### config.mk
export PLATFORM = sky130hd
export DESIGN_NAME = des_round_function_core
export DESIGN_NICKNAME = d
export VERILOG_FILES = /design/src/rtl/desrf_pkg.sv /design/src/rtl/des_round_function_core.sv
export SDC_FILE = /design/constraint.sdc
export NUM_CORES = 1
export LEC_CHECK = 0
export ABC_CLOCK_PERIOD_IN_PS = 2210
export BUFFER_PORTS_ARGS = -buffer_cell sky130_fd_sc_hd__buf_2
export CORE_MARGIN = 3
export CORE_UTILIZATION = 48
export CTS_CLUSTER_SIZE = 10
export DETAILED_ROUTE_END_ITERATION = 16
export PLACE_DENSITY = 0.78
export SYNTH_ARGS = -nofsm -noshare
export SYNTH_HDL_FRONTEND = slang
export SYNTH_SLANG_ARGS = --single-unit
### constraint.sdc
create_clock -name clk -period 2.21 [get_ports clk]
set_input_delay 0.1105 -clock clk [delete_from_list [all_inputs] [get_ports clk]]
set_output_delay 0.1105 -clock clk [all_outputs]
set_load 0.01 [all_outputs]
### src/rtl/desrf_pkg.sv
package desrf_pkg;

	localparam int HalfWidth = 32;
	localparam int KeyWidth  = 48;
	localparam int InWidth   = HalfWidth + KeyWidth;
	localparam int OutWidth  = 32;
	localparam int NumSbox   = 8;

	// tdata layout of an input word, lowest field in the low bits
	typedef struct packed {
		logic [KeyWidth-1:0]  round_key;
		logic [HalfWidth-1:0] half_block;
	} in_word_t;

	typedef logic [5:0] bit_pos_t;
	typedef logic [3:0] nibble_t;

	// DES bit numbers, 1 is the MSB
	localparam bit_pos_t E_TBL [0:47] = '{
		6'd32, 6'd1,  6'd2,  6'd3,  6'd4,  6'd5,
		6'd4,  6'd5,  6'd6,  6'd7,  6'd8,  6'd9,
		6'd8,  6'd9,  6'd10, 6'd11, 6'd12, 6'd13,
		6'd12, 6'd13, 6'd14, 6'd15, 6'd16, 6'd17,
		6'd16, 6'd17, 6'd18, 6'd19, 6'd20, 6'd21,
		6'd20, 6'd21, 6'd22, 6'd23, 6'd24, 6'd25,
		6'd24, 6'd25, 6'd26, 6'd27, 6'd28, 6'd29,
		6'd28, 6'd29, 6'd30, 6'd31, 6'd32, 6'd1
	};

	localparam bit_pos_t P_TBL [0:31] = '{
		6'd16, 6'd7,  6'd20, 6'd21, 6'd29, 6'd12, 6'd28, 6'd17,
		6'd1,  6'd15, 6'd23, 6'd26, 6'd5,  6'd18, 6'd31, 6'd10,
		6'd2,  6'd8,  6'd24, 6'd14, 6'd32, 6'd27, 6'd3,  6'd9,
		6'd19, 6'd13, 6'd30, 6'd6,  6'd22, 6'd11, 6'd4,  6'd25
	};

	localparam nibble_t SBOX_TBL [0:7][0:63] = '{
		'{4'd14, 4'd4, 4'd13, 4'd1, 4'd2, 4'd15, 4'd11, 4'd8,
		  4'd3, 4'd10, 4'd6, 4'd12, 4'd5, 4'd9, 4'd0, 4'd7,
		  4'd0, 4'd15, 4'd7, 4'd4, 4'd14, 4'd2, 4'd13, 4'd1,
		  4'd10, 4'd6, 4'd12, 4'd11, 4'd9, 4'd5, 4'd3, 4'd8,
		  4'd4, 4'd1, 4'd14, 4'd8, 4'd13, 4'd6, 4'd2, 4'd11,
		  4'd15, 4'd12, 4'd9, 4'd7, 4'd3, 4'd10, 4'd5, 4'd0,
		  4'd15, 4'd12, 4'd8, 4'd2, 4'd4, 4'd9, 4'd1, 4'd7,
		  4'd5, 4'd11, 4'd3, 4'd14, 4'd10, 4'd0, 4'd6, 4'd13},
		'{4'd15, 4'd1, 4'd8, 4'd14, 4'd6, 4'd11, 4'd3, 4'd4,
		  4'd9, 4'd7, 4'd2, 4'd13, 4'd12, 4'd0, 4'd5, 4'd10,
		  4'd3, 4'd13, 4'd4, 4'd7, 4'd15, 4'd2, 4'd8, 4'd14,
		  4'd12, 4'd0, 4'd1, 4'd10, 4'd6, 4'd9, 4'd11, 4'd5,
		  4'd0, 4'd14, 4'd7, 4'd11, 4'd10, 4'd4, 4'd13, 4'd1,
		  4'd5, 4'd8, 4'd12, 4'd6, 4'd9, 4'd3, 4'd2, 4'd15,
		  4'd13, 4'd8, 4'd10, 4'd1, 4'd3, 4'd15, 4'd4, 4'd2,
		  4'd11, 4'd6, 4'd7, 4'd12, 4'd0, 4'd5, 4'd14, 4'd9},
		'{4'd10, 4'd0, 4'd9, 4'd14, 4'd6, 4'd3, 4'd15, 4'd5,
		  4'd1, 4'd13, 4'd12, 4'd7, 4'd11, 4'd4, 4'd2, 4'd8,
		  4'd13, 4'd7, 4'd0, 4'd9, 4'd3, 4'd4, 4'd6, 4'd10,
		  4'd2, 4'd8, 4'd5, 4'd14, 4'd12, 4'd11, 4'd15, 4'd1,
		  4'd13, 4'd6, 4'd4, 4'd9, 4'd8, 4'd15, 4'd3, 4'd0,
		  4'd11, 4'd1, 4'd2, 4'd12, 4'd5, 4'd10, 4'd14, 4'd7,
		  4'd1, 4'd10, 4'd13, 4'd0, 4'd6, 4'd9, 4'd8, 4'd7,
		  4'd4, 4'd15, 4'd14, 4'd3, 4'd11, 4'd5, 4'd2, 4'd12},
		'{4'd7, 4'd13, 4'd14, 4'd3, 4'd0, 4'd6, 4'd9, 4'd10,
		  4'd1, 4'd2, 4'd8, 4'd5, 4'd11, 4'd12, 4'd4, 4'd15,
		  4'd13, 4'd8, 4'd11, 4'd5, 4'd6, 4'd15, 4'd0, 4'd3,
		  4'd4, 4'd7, 4'd2, 4'd12, 4'd1, 4'd10, 4'd14, 4'd9,
		  4'd10, 4'd6, 4'd9, 4'd0, 4'd12, 4'd11, 4'd7, 4'd13,
		  4'd15, 4'd1, 4'd3, 4'd14, 4'd5, 4'd2, 4'd8, 4'd4,
		  4'd3, 4'd15, 4'd0, 4'd6, 4'd10, 4'd1, 4'd13, 4'd8,
		  4'd9, 4'd4, 4'd5, 4'd11, 4'd12, 4'd7, 4'd2, 4'd14},
		'{4'd2, 4'd12, 4'd4, 4'd1, 4'd7, 4'd10, 4'd11, 4'd6,
		  4'd8, 4'd5, 4'd3, 4'd15, 4'd13, 4'd0, 4'd14, 4'd9,
		  4'd14, 4'd11, 4'd2, 4'd12, 4'd4, 4'd7, 4'd13, 4'd1,
		  4'd5, 4'd0, 4'd15, 4'd10, 4'd3, 4'd9, 4'd8, 4'd6,
		  4'd4, 4'd2, 4'd1, 4'd11, 4'd10, 4'd13, 4'd7, 4'd8,
		  4'd15, 4'd9, 4'd12, 4'd5, 4'd6, 4'd3, 4'd0, 4'd14,
		  4'd11, 4'd8, 4'd12, 4'd7, 4'd1, 4'd14, 4'd2, 4'd13,
		  4'd6, 4'd15, 4'd0, 4'd9, 4'd10, 4'd4, 4'd5, 4'd3},
		'{4'd12, 4'd1, 4'd10, 4'd15, 4'd9, 4'd2, 4'd6, 4'd8,
		  4'd0, 4'd13, 4'd3, 4'd4, 4'd14, 4'd7, 4'd5, 4'd11,
		  4'd10, 4'd15, 4'd4, 4'd2, 4'd7, 4'd12, 4'd9, 4'd5,
		  4'd6, 4'd1, 4'd13, 4'd14, 4'd0, 4'd11, 4'd3, 4'd8,
		  4'd9, 4'd14, 4'd15, 4'd5, 4'd2, 4'd8, 4'd12, 4'd3,
		  4'd7, 4'd0, 4'd4, 4'd10, 4'd1, 4'd13, 4'd11, 4'd6,
		  4'd4, 4'd3, 4'd2, 4'd12, 4'd9, 4'd5, 4'd15, 4'd10,
		  4'd11, 4'd14, 4'd1, 4'd7, 4'd6, 4'd0, 4'd8, 4'd13},
		'{4'd4, 4'd11, 4'd2, 4'd14, 4'd15, 4'd0, 4'd8, 4'd13,
		  4'd3, 4'd12, 4'd9, 4'd7, 4'd5, 4'd10, 4'd6, 4'd1,
		  4'd13, 4'd0, 4'd11, 4'd7, 4'd4, 4'd9, 4'd1, 4'd10,
		  4'd14, 4'd3, 4'd5, 4'd12, 4'd2, 4'd15, 4'd8, 4'd6,
		  4'd1, 4'd4, 4'd11, 4'd13, 4'd12, 4'd3, 4'd7, 4'd14,
		  4'd10, 4'd15, 4'd6, 4'd8, 4'd0, 4'd5, 4'd9, 4'd2,
		  4'd6, 4'd11, 4'd13, 4'd8, 4'd1, 4'd4, 4'd10, 4'd7,
		  4'd9, 4'd5, 4'd0, 4'd15, 4'd14, 4'd2, 4'd3, 4'd12},
		'{4'd13, 4'd2, 4'd8, 4'd4, 4'd6, 4'd15, 4'd11, 4'd1,
		  4'd10, 4'd9, 4'd3, 4'd14, 4'd5, 4'd0, 4'd12, 4'd7,
		  4'd1, 4'd15, 4'd13, 4'd8, 4'd10, 4'd3, 4'd7, 4'd4,
		  4'd12, 4'd5, 4'd6, 4'd11, 4'd0, 4'd14, 4'd9, 4'd2,
		  4'd7, 4'd11, 4'd4, 4'd1, 4'd9, 4'd12, 4'd14, 4'd2,
		  4'd0, 4'd6, 4'd10, 4'd13, 4'd15, 4'd3, 4'd5, 4'd8,
		  4'd2, 4'd1, 4'd14, 4'd7, 4'd4, 4'd10, 4'd8, 4'd13,
		  4'd15, 4'd12, 4'd9, 4'd0, 4'd3, 4'd5, 4'd6, 4'd11}
	};

	// E expansion: output bit k (1 = MSB) takes input bit E_TBL[k-1]
	function automatic logic [KeyWidth-1:0] expand(input logic [HalfWidth-1:0] x);
		logic [KeyWidth-1:0] r;
		r = '0;
		for (int k = 0; k < KeyWidth; k++) begin
			r[KeyWidth-1-k] = x[5'(HalfWidth - int'(E_TBL[k]))];
		end
		return r;
	endfunction

	function automatic logic [OutWidth-1:0] permute(input logic [OutWidth-1:0] x);
		logic [OutWidth-1:0] r;
		r = '0;
		for (int k = 0; k < OutWidth; k++) begin
			r[OutWidth-1-k] = x[5'(OutWidth - int'(P_TBL[k]))];
		end
		return r;
	endfunction

	// group 0 is the top six bits; outer bits pick the row, inner four the column
	function automatic logic [OutWidth-1:0] substitute(input logic [KeyWidth-1:0] x);
		logic [OutWidth-1:0] r;
		logic [5:0]          grp;
		r   = '0;
		grp = '0;
		for (int g = 0; g < NumSbox; g++) begin
			grp = x[KeyWidth-1-6*g -: 6];
			r[OutWidth-1-4*g -: 4] = SBOX_TBL[g][{grp[5], grp[0], grp[4:1]}];
		end
		return r;
	endfunction

	function automatic logic [OutWidth-1:0] f_round(
		input logic [HalfWidth-1:0] half_block,
		input logic [KeyWidth-1:0]  round_key
	);
		return permute(substitute(expand(half_block) ^ round_key));
	endfunction

endpackage

### src/rtl/des_round_function_core.sv
// DES Feistel f function, one round.
// Stage 1 registers the input word, stage 2 registers the f result shown on m_axis.
// Throughput: 1 word per cycle; s_axis_tready stays high while either stage is
// empty or m_axis_tready is high, and a stall on m_axis with both stages full holds both.
// Reset: arst_n clears both stage valid bits at once; data registers are not reset.
module des_round_function_core (
	input  logic        clk,
	input  logic        arst_n,
	input  logic        s_axis_tvalid,
	output logic        s_axis_tready,
	input  logic [79:0] s_axis_tdata,   // [31:0] half_block, [79:32] round_key
	output logic        m_axis_tvalid,
	input  logic        m_axis_tready,
	output logic [31:0] m_axis_tdata    // [31:0] f_result
);

	logic                    valid_s1;
	desrf_pkg::in_word_t     word_s1;
	logic                    valid_s2;
	logic [desrf_pkg::OutWidth-1:0] result_s2;
	logic                    adv_s2;
	logic                    adv_s1;

	// result stage moves when empty or drained; input stage moves when it can pass on
	assign adv_s2 = !valid_s2 || m_axis_tready;
	assign adv_s1 = !valid_s1 || adv_s2;
	assign s_axis_tready = adv_s1;

	always_ff @(posedge clk or negedge arst_n) begin
		if (!arst_n) begin
			valid_s1 <= 1'b0;
			valid_s2 <= 1'b0;
		end else begin
			if (adv_s1) begin
				valid_s1 <= s_axis_tvalid;
			end
			if (adv_s2) begin
				valid_s2 <= valid_s1;
			end
		end
	end

	always_ff @(posedge clk) begin
		if (adv_s1 && s_axis_tvalid) begin
			word_s1 <= desrf_pkg::in_word_t'(s_axis_tdata);
		end
		if (adv_s2 && valid_s1) begin
			result_s2 <= desrf_pkg::f_round(word_s1.half_block, word_s1.round_key);
		end
	end

	assign m_axis_tvalid = valid_s2;
	assign m_axis_tdata  = result_s2;

endmodule

==> impl_summary.txt <==
----------------------------------------------------
[Run status]
  Result of the run ... complete, but fails checks
  Violated checks ... setup timing

[Die]
  Height of the chip ... 97.3 um
  # rows ... 32
  Die Outline Area ... 9470 um2
  Placeable Area ... 7930 um2
  Effective utilization at floorplan ... 50.5%
  Horizontal die dimension ... 97.3 um
  I/O pin count ... 118

[Setup path]
  Critical path capture point type ... flip-flop
  Startpoint types ... flip-flop
  Slowest stage delay, CP ... 530 ps
  Cell with the largest stage delay on the worst path ... sky130_fd_sc_hd__mux4_1
  Maximum fanout count along the critical path ... 5
  Worst EP required ... 2290 ps
  List of cells traversed by the critical path ... xnor2_4 > ha_1 > mux4_1 > nor2_1 > a31oi_1 > a2bb2oi_2
  Category of the most critical setup path ... reg2reg
  Data arrival at the endpoint of the critical path ... 2330 ps

[Yosys]
  Yosys warnings ... 0
  Share of flip-flops with an asynchronous set or reset after synthesis ... 3.57%
  Commonest cells post-synth ... sky130_fd_sc_hd__edfxtp_1 (54), sky130_fd_sc_hd__ha_1 (30), sky130_fd_sc_hd__nand2_1 (29), sky130_fd_sc_hd__nor2_1 (21), sky130_fd_sc_hd__a21oi_1 (20)
  Flip-flop and latch count after synthesis ... 56
  Count of different cell masters after synthesis ... 57
  Cell with the most instances after synthesis ... sky130_fd_sc_hd__edfxtp_1
  Number of enable-type register cells in the synthesized netlist ... 54
  Gate Count Post-Synth ... 357
  Synthesized area per cell ... 11.2 um2
  Summed instance area of the synthesized netlist ... 4000 um2
  Dominant synthesized flop cell ... sky130_fd_sc_hd__edfxtp_1
  Post-synth top area share ... 40.5%
  Share of synthesized area occupied by flip-flops and latches ... 41.8%
  Main area contributors after synthesis ... sky130_fd_sc_hd__edfxtp_1 (41%), sky130_fd_sc_hd__ha_1 (9.4%), sky130_fd_sc_hd__xnor2_1 (4.2%)
  Cell taking the most area after synthesis ... sky130_fd_sc_hd__edfxtp_1

[Global routing]
  Number of global-route vias before repair ... 3415
  Wire length of the first global-routing pass ... 15600 um
  Total routing resource utilization after global routing ... 19.8%
  Remaining global-route overflow ... 0
  Number of antenna violations at the first check in global routing ... 0
  Largest net degree at the start of global routing ... 21

[STA]
  Final-report setup violation count ... 2
  FMAX ... 0.444 GHz
  Number of endpoints with negative hold slack in the final report ... 0
  Max-Slew Margin vs Limit ... 55.4%
  Worst-case setup margin in the final layout ... -42.7 ps
  Setup Skew ... 6.83 ps
  Slew at the pin closest to its max-slew limit ... 665 ps
  Worst hold slack ... 80.7 ps
  Max-slew violations ... 0
  Shortest period the worst path allows ... 2250 ps
  Ratio of final minimum period to clock period ... 102%
  Unrepaired setup endpoints after global routing ... yes

[Power]
  Largest vdd supply drop ... 0.000378 V
  Power density normalized to cell area ... 621 nW/um2
  Pleak ... 0.00214 uW

[Detailed routing]
  Via density ... 5.52
  Remaining DRCs ... 0
  Iteration-0 DRC Markers ... 181
  ANT nets after route ... 0
  Routed WL ... 9550 um
  1st-pass router iterations ... 4
  DR WL/cell ... 15.8 um
  Via total after detailed routing ... 3334

[Clocking]
  Number of H-tree branching levels ... 2
  Clock Root Buffer ... sky130_fd_sc_hd__clkbuf_8
  CTS tree ... done
  Number of sinks driven by the clock tree ... 56
  Clk_lat worst skew ... 310 ps
  Maximum number of buffers from clock root to sink ... 2
  CTS buffer count ... 5
  Clk slew on worst S/H paths ... 110 ps

[Placement]
  Total of buffers placed on input and output ports ... 59
  DP Wirelength ... 6500 um
  Routability Congestion ... 0.941
  Number of cells after detailed placement ... 550

[Flow run]
  Max-capacitance violation count ... 0

[Final layout]
  Area growth, synth to finish ... 31.6%
  Antenna diode count ... 0
  Net total in the final layout ... 615
  Filler cell count in the final layout ... 571
  Share of post-route cells with drive strength above 1 ... 29.9%
  Fin cells ... 604

[Worst hold path]
  Path category of the worst min-delay check ... in2reg

----------------------------------------------------
==> sequential cells by signal, summed over array words and instances, names as in the netlist <==
name	cells
word_s1	38
valid_s1	1
m_axis_tdata	16
m_axis_tvalid	1
==> cell families after synthesis <==
group / share of synthesized area (%)
compound gates: 16.9
simple gates: 8.53
flops: 41.8
xor+xnor: 11.8
buf+inv: 5.75
fa+ha+maj: 9.38
mux: 5.78
other cells: 0.0937
==> cells in the final DEF, fill, tap and decap left out, types with 7 or more instances in the layout <==
cell type	n
sky130_fd_sc_hd__nor2_1	21
sky130_fd_sc_hd__nor3_1	9
sky130_fd_sc_hd__ha_1	26
sky130_fd_sc_hd__inv_1	14
sky130_fd_sc_hd__a211oi_1	7
sky130_fd_sc_hd__edfxtp_1	54
sky130_fd_sc_hd__o211ai_1	8
sky130_fd_sc_hd__dlygate4sd3_1	40
sky130_fd_sc_hd__o21ai_0	11
sky130_fd_sc_hd__xor2_1	10
sky130_fd_sc_hd__xor2_2	9
sky130_fd_sc_hd__conb_1	16
sky130_fd_sc_hd__buf_4	47
sky130_fd_sc_hd__a21oi_1	20
sky130_fd_sc_hd__xnor2_1	18
sky130_fd_sc_hd__a31oi_1	8
sky130_fd_sc_hd__nand2_1	29
sky130_fd_sc_hd__buf_2	59
==> metal layers <==
layer  share of wire (%)  global-route usage (%)  vias to the layer above
met5                   0                       0                        -
met1                  38                    22.9                     1578
li1                    -                       -                     1594
met3                 5.7                    3.30                       22
met2                  54                    37.2                      140
met4                 2.5                    6.18                        0
==> layout make-up <==
class                      count  area [um2]  share of cell area [%]
clock buffer                   6        72.6                    1.38
timing repair buffer         147        1070                    20.3
multi-input combinational    273        2240                    42.5
clock inverter                 2        17.5                   0.332
tap                          102         128                    2.42
inverter                      18        70.1                    1.33
sequential                    56        1670                    31.7
==> what timing repair did <==
| item | CTS | global route |
|---|---|---|
| gates resized for setup | 1 | 11 |
| hold buffers | 40 | 0 |
| hold endpoints to repair | 41 | 0 |
| pin swaps | 2 | 5 |
| gates cloned | 0 | 0 |
| endpoints found under the setup margin | 3 | 12 |
| buffers inserted | 3 | 3 |
==> report_power, final <==
group,internal (uW),total (uW),switching (uW)
logic,619,1320,701
registers,1300,1360,62.0
clock network,233,590,357
total,2150,3270,1120
==> critical path, delay by kind of cell, from the launching register on <==
family	cells	cell delay (ps)
AO/OA/AOI/OAI	2	220
XOR/XNOR	1	310
adder cells (fa/ha/maj)	1	330
flip-flops	1	500
multiplexers	1	530
AND/OR/NAND/NOR	1	130
==> final timing paths <==
path / start / end / slack [ps] / depth (start not counted)
setup / recovery: word_s1[4]$_DFFE_PP_ / m_axis_tdata[20]$_DFFE_PP_ / -40 / 6
min in group asynchronous: arst_n / m_axis_tvalid$_DFFE_PN0P_ / 120 / 2
hold reg to reg: valid_s1$_DFFE_PN0P_ / m_axis_tvalid$_DFFE_PN0P_ / 500 / 1
hold / removal: m_axis_tready / m_axis_tvalid$_DFFE_PN0P_ / 80 / 3
setup reg to reg: word_s1[4]$_DFFE_PP_ / m_axis_tdata[20]$_DFFE_PP_ / -40 / 6
max in group asynchronous: arst_n / valid_s1$_DFFE_PN0P_ / 2000 / 2
==> metrics by stage <==
stage                     setup TNS (ps)  utilization (%)  cell area, um2  total power, uW  setup slack [ps]
after floorplan                    -23.0                -            4080             2200             -23.0
after global placement                 0             58.9            4670             2530              61.7
after detailed placement           -20.7             58.9            4670             2580             -20.7
after CTS                          -3.72             65.5            5190             3230             -3.72
after global routing                -231             66.5            5270             3460              -133
final                              -64.4             66.5            5270             3270             -42.7
No activity file was read; power rests on OpenSTA's default activity.
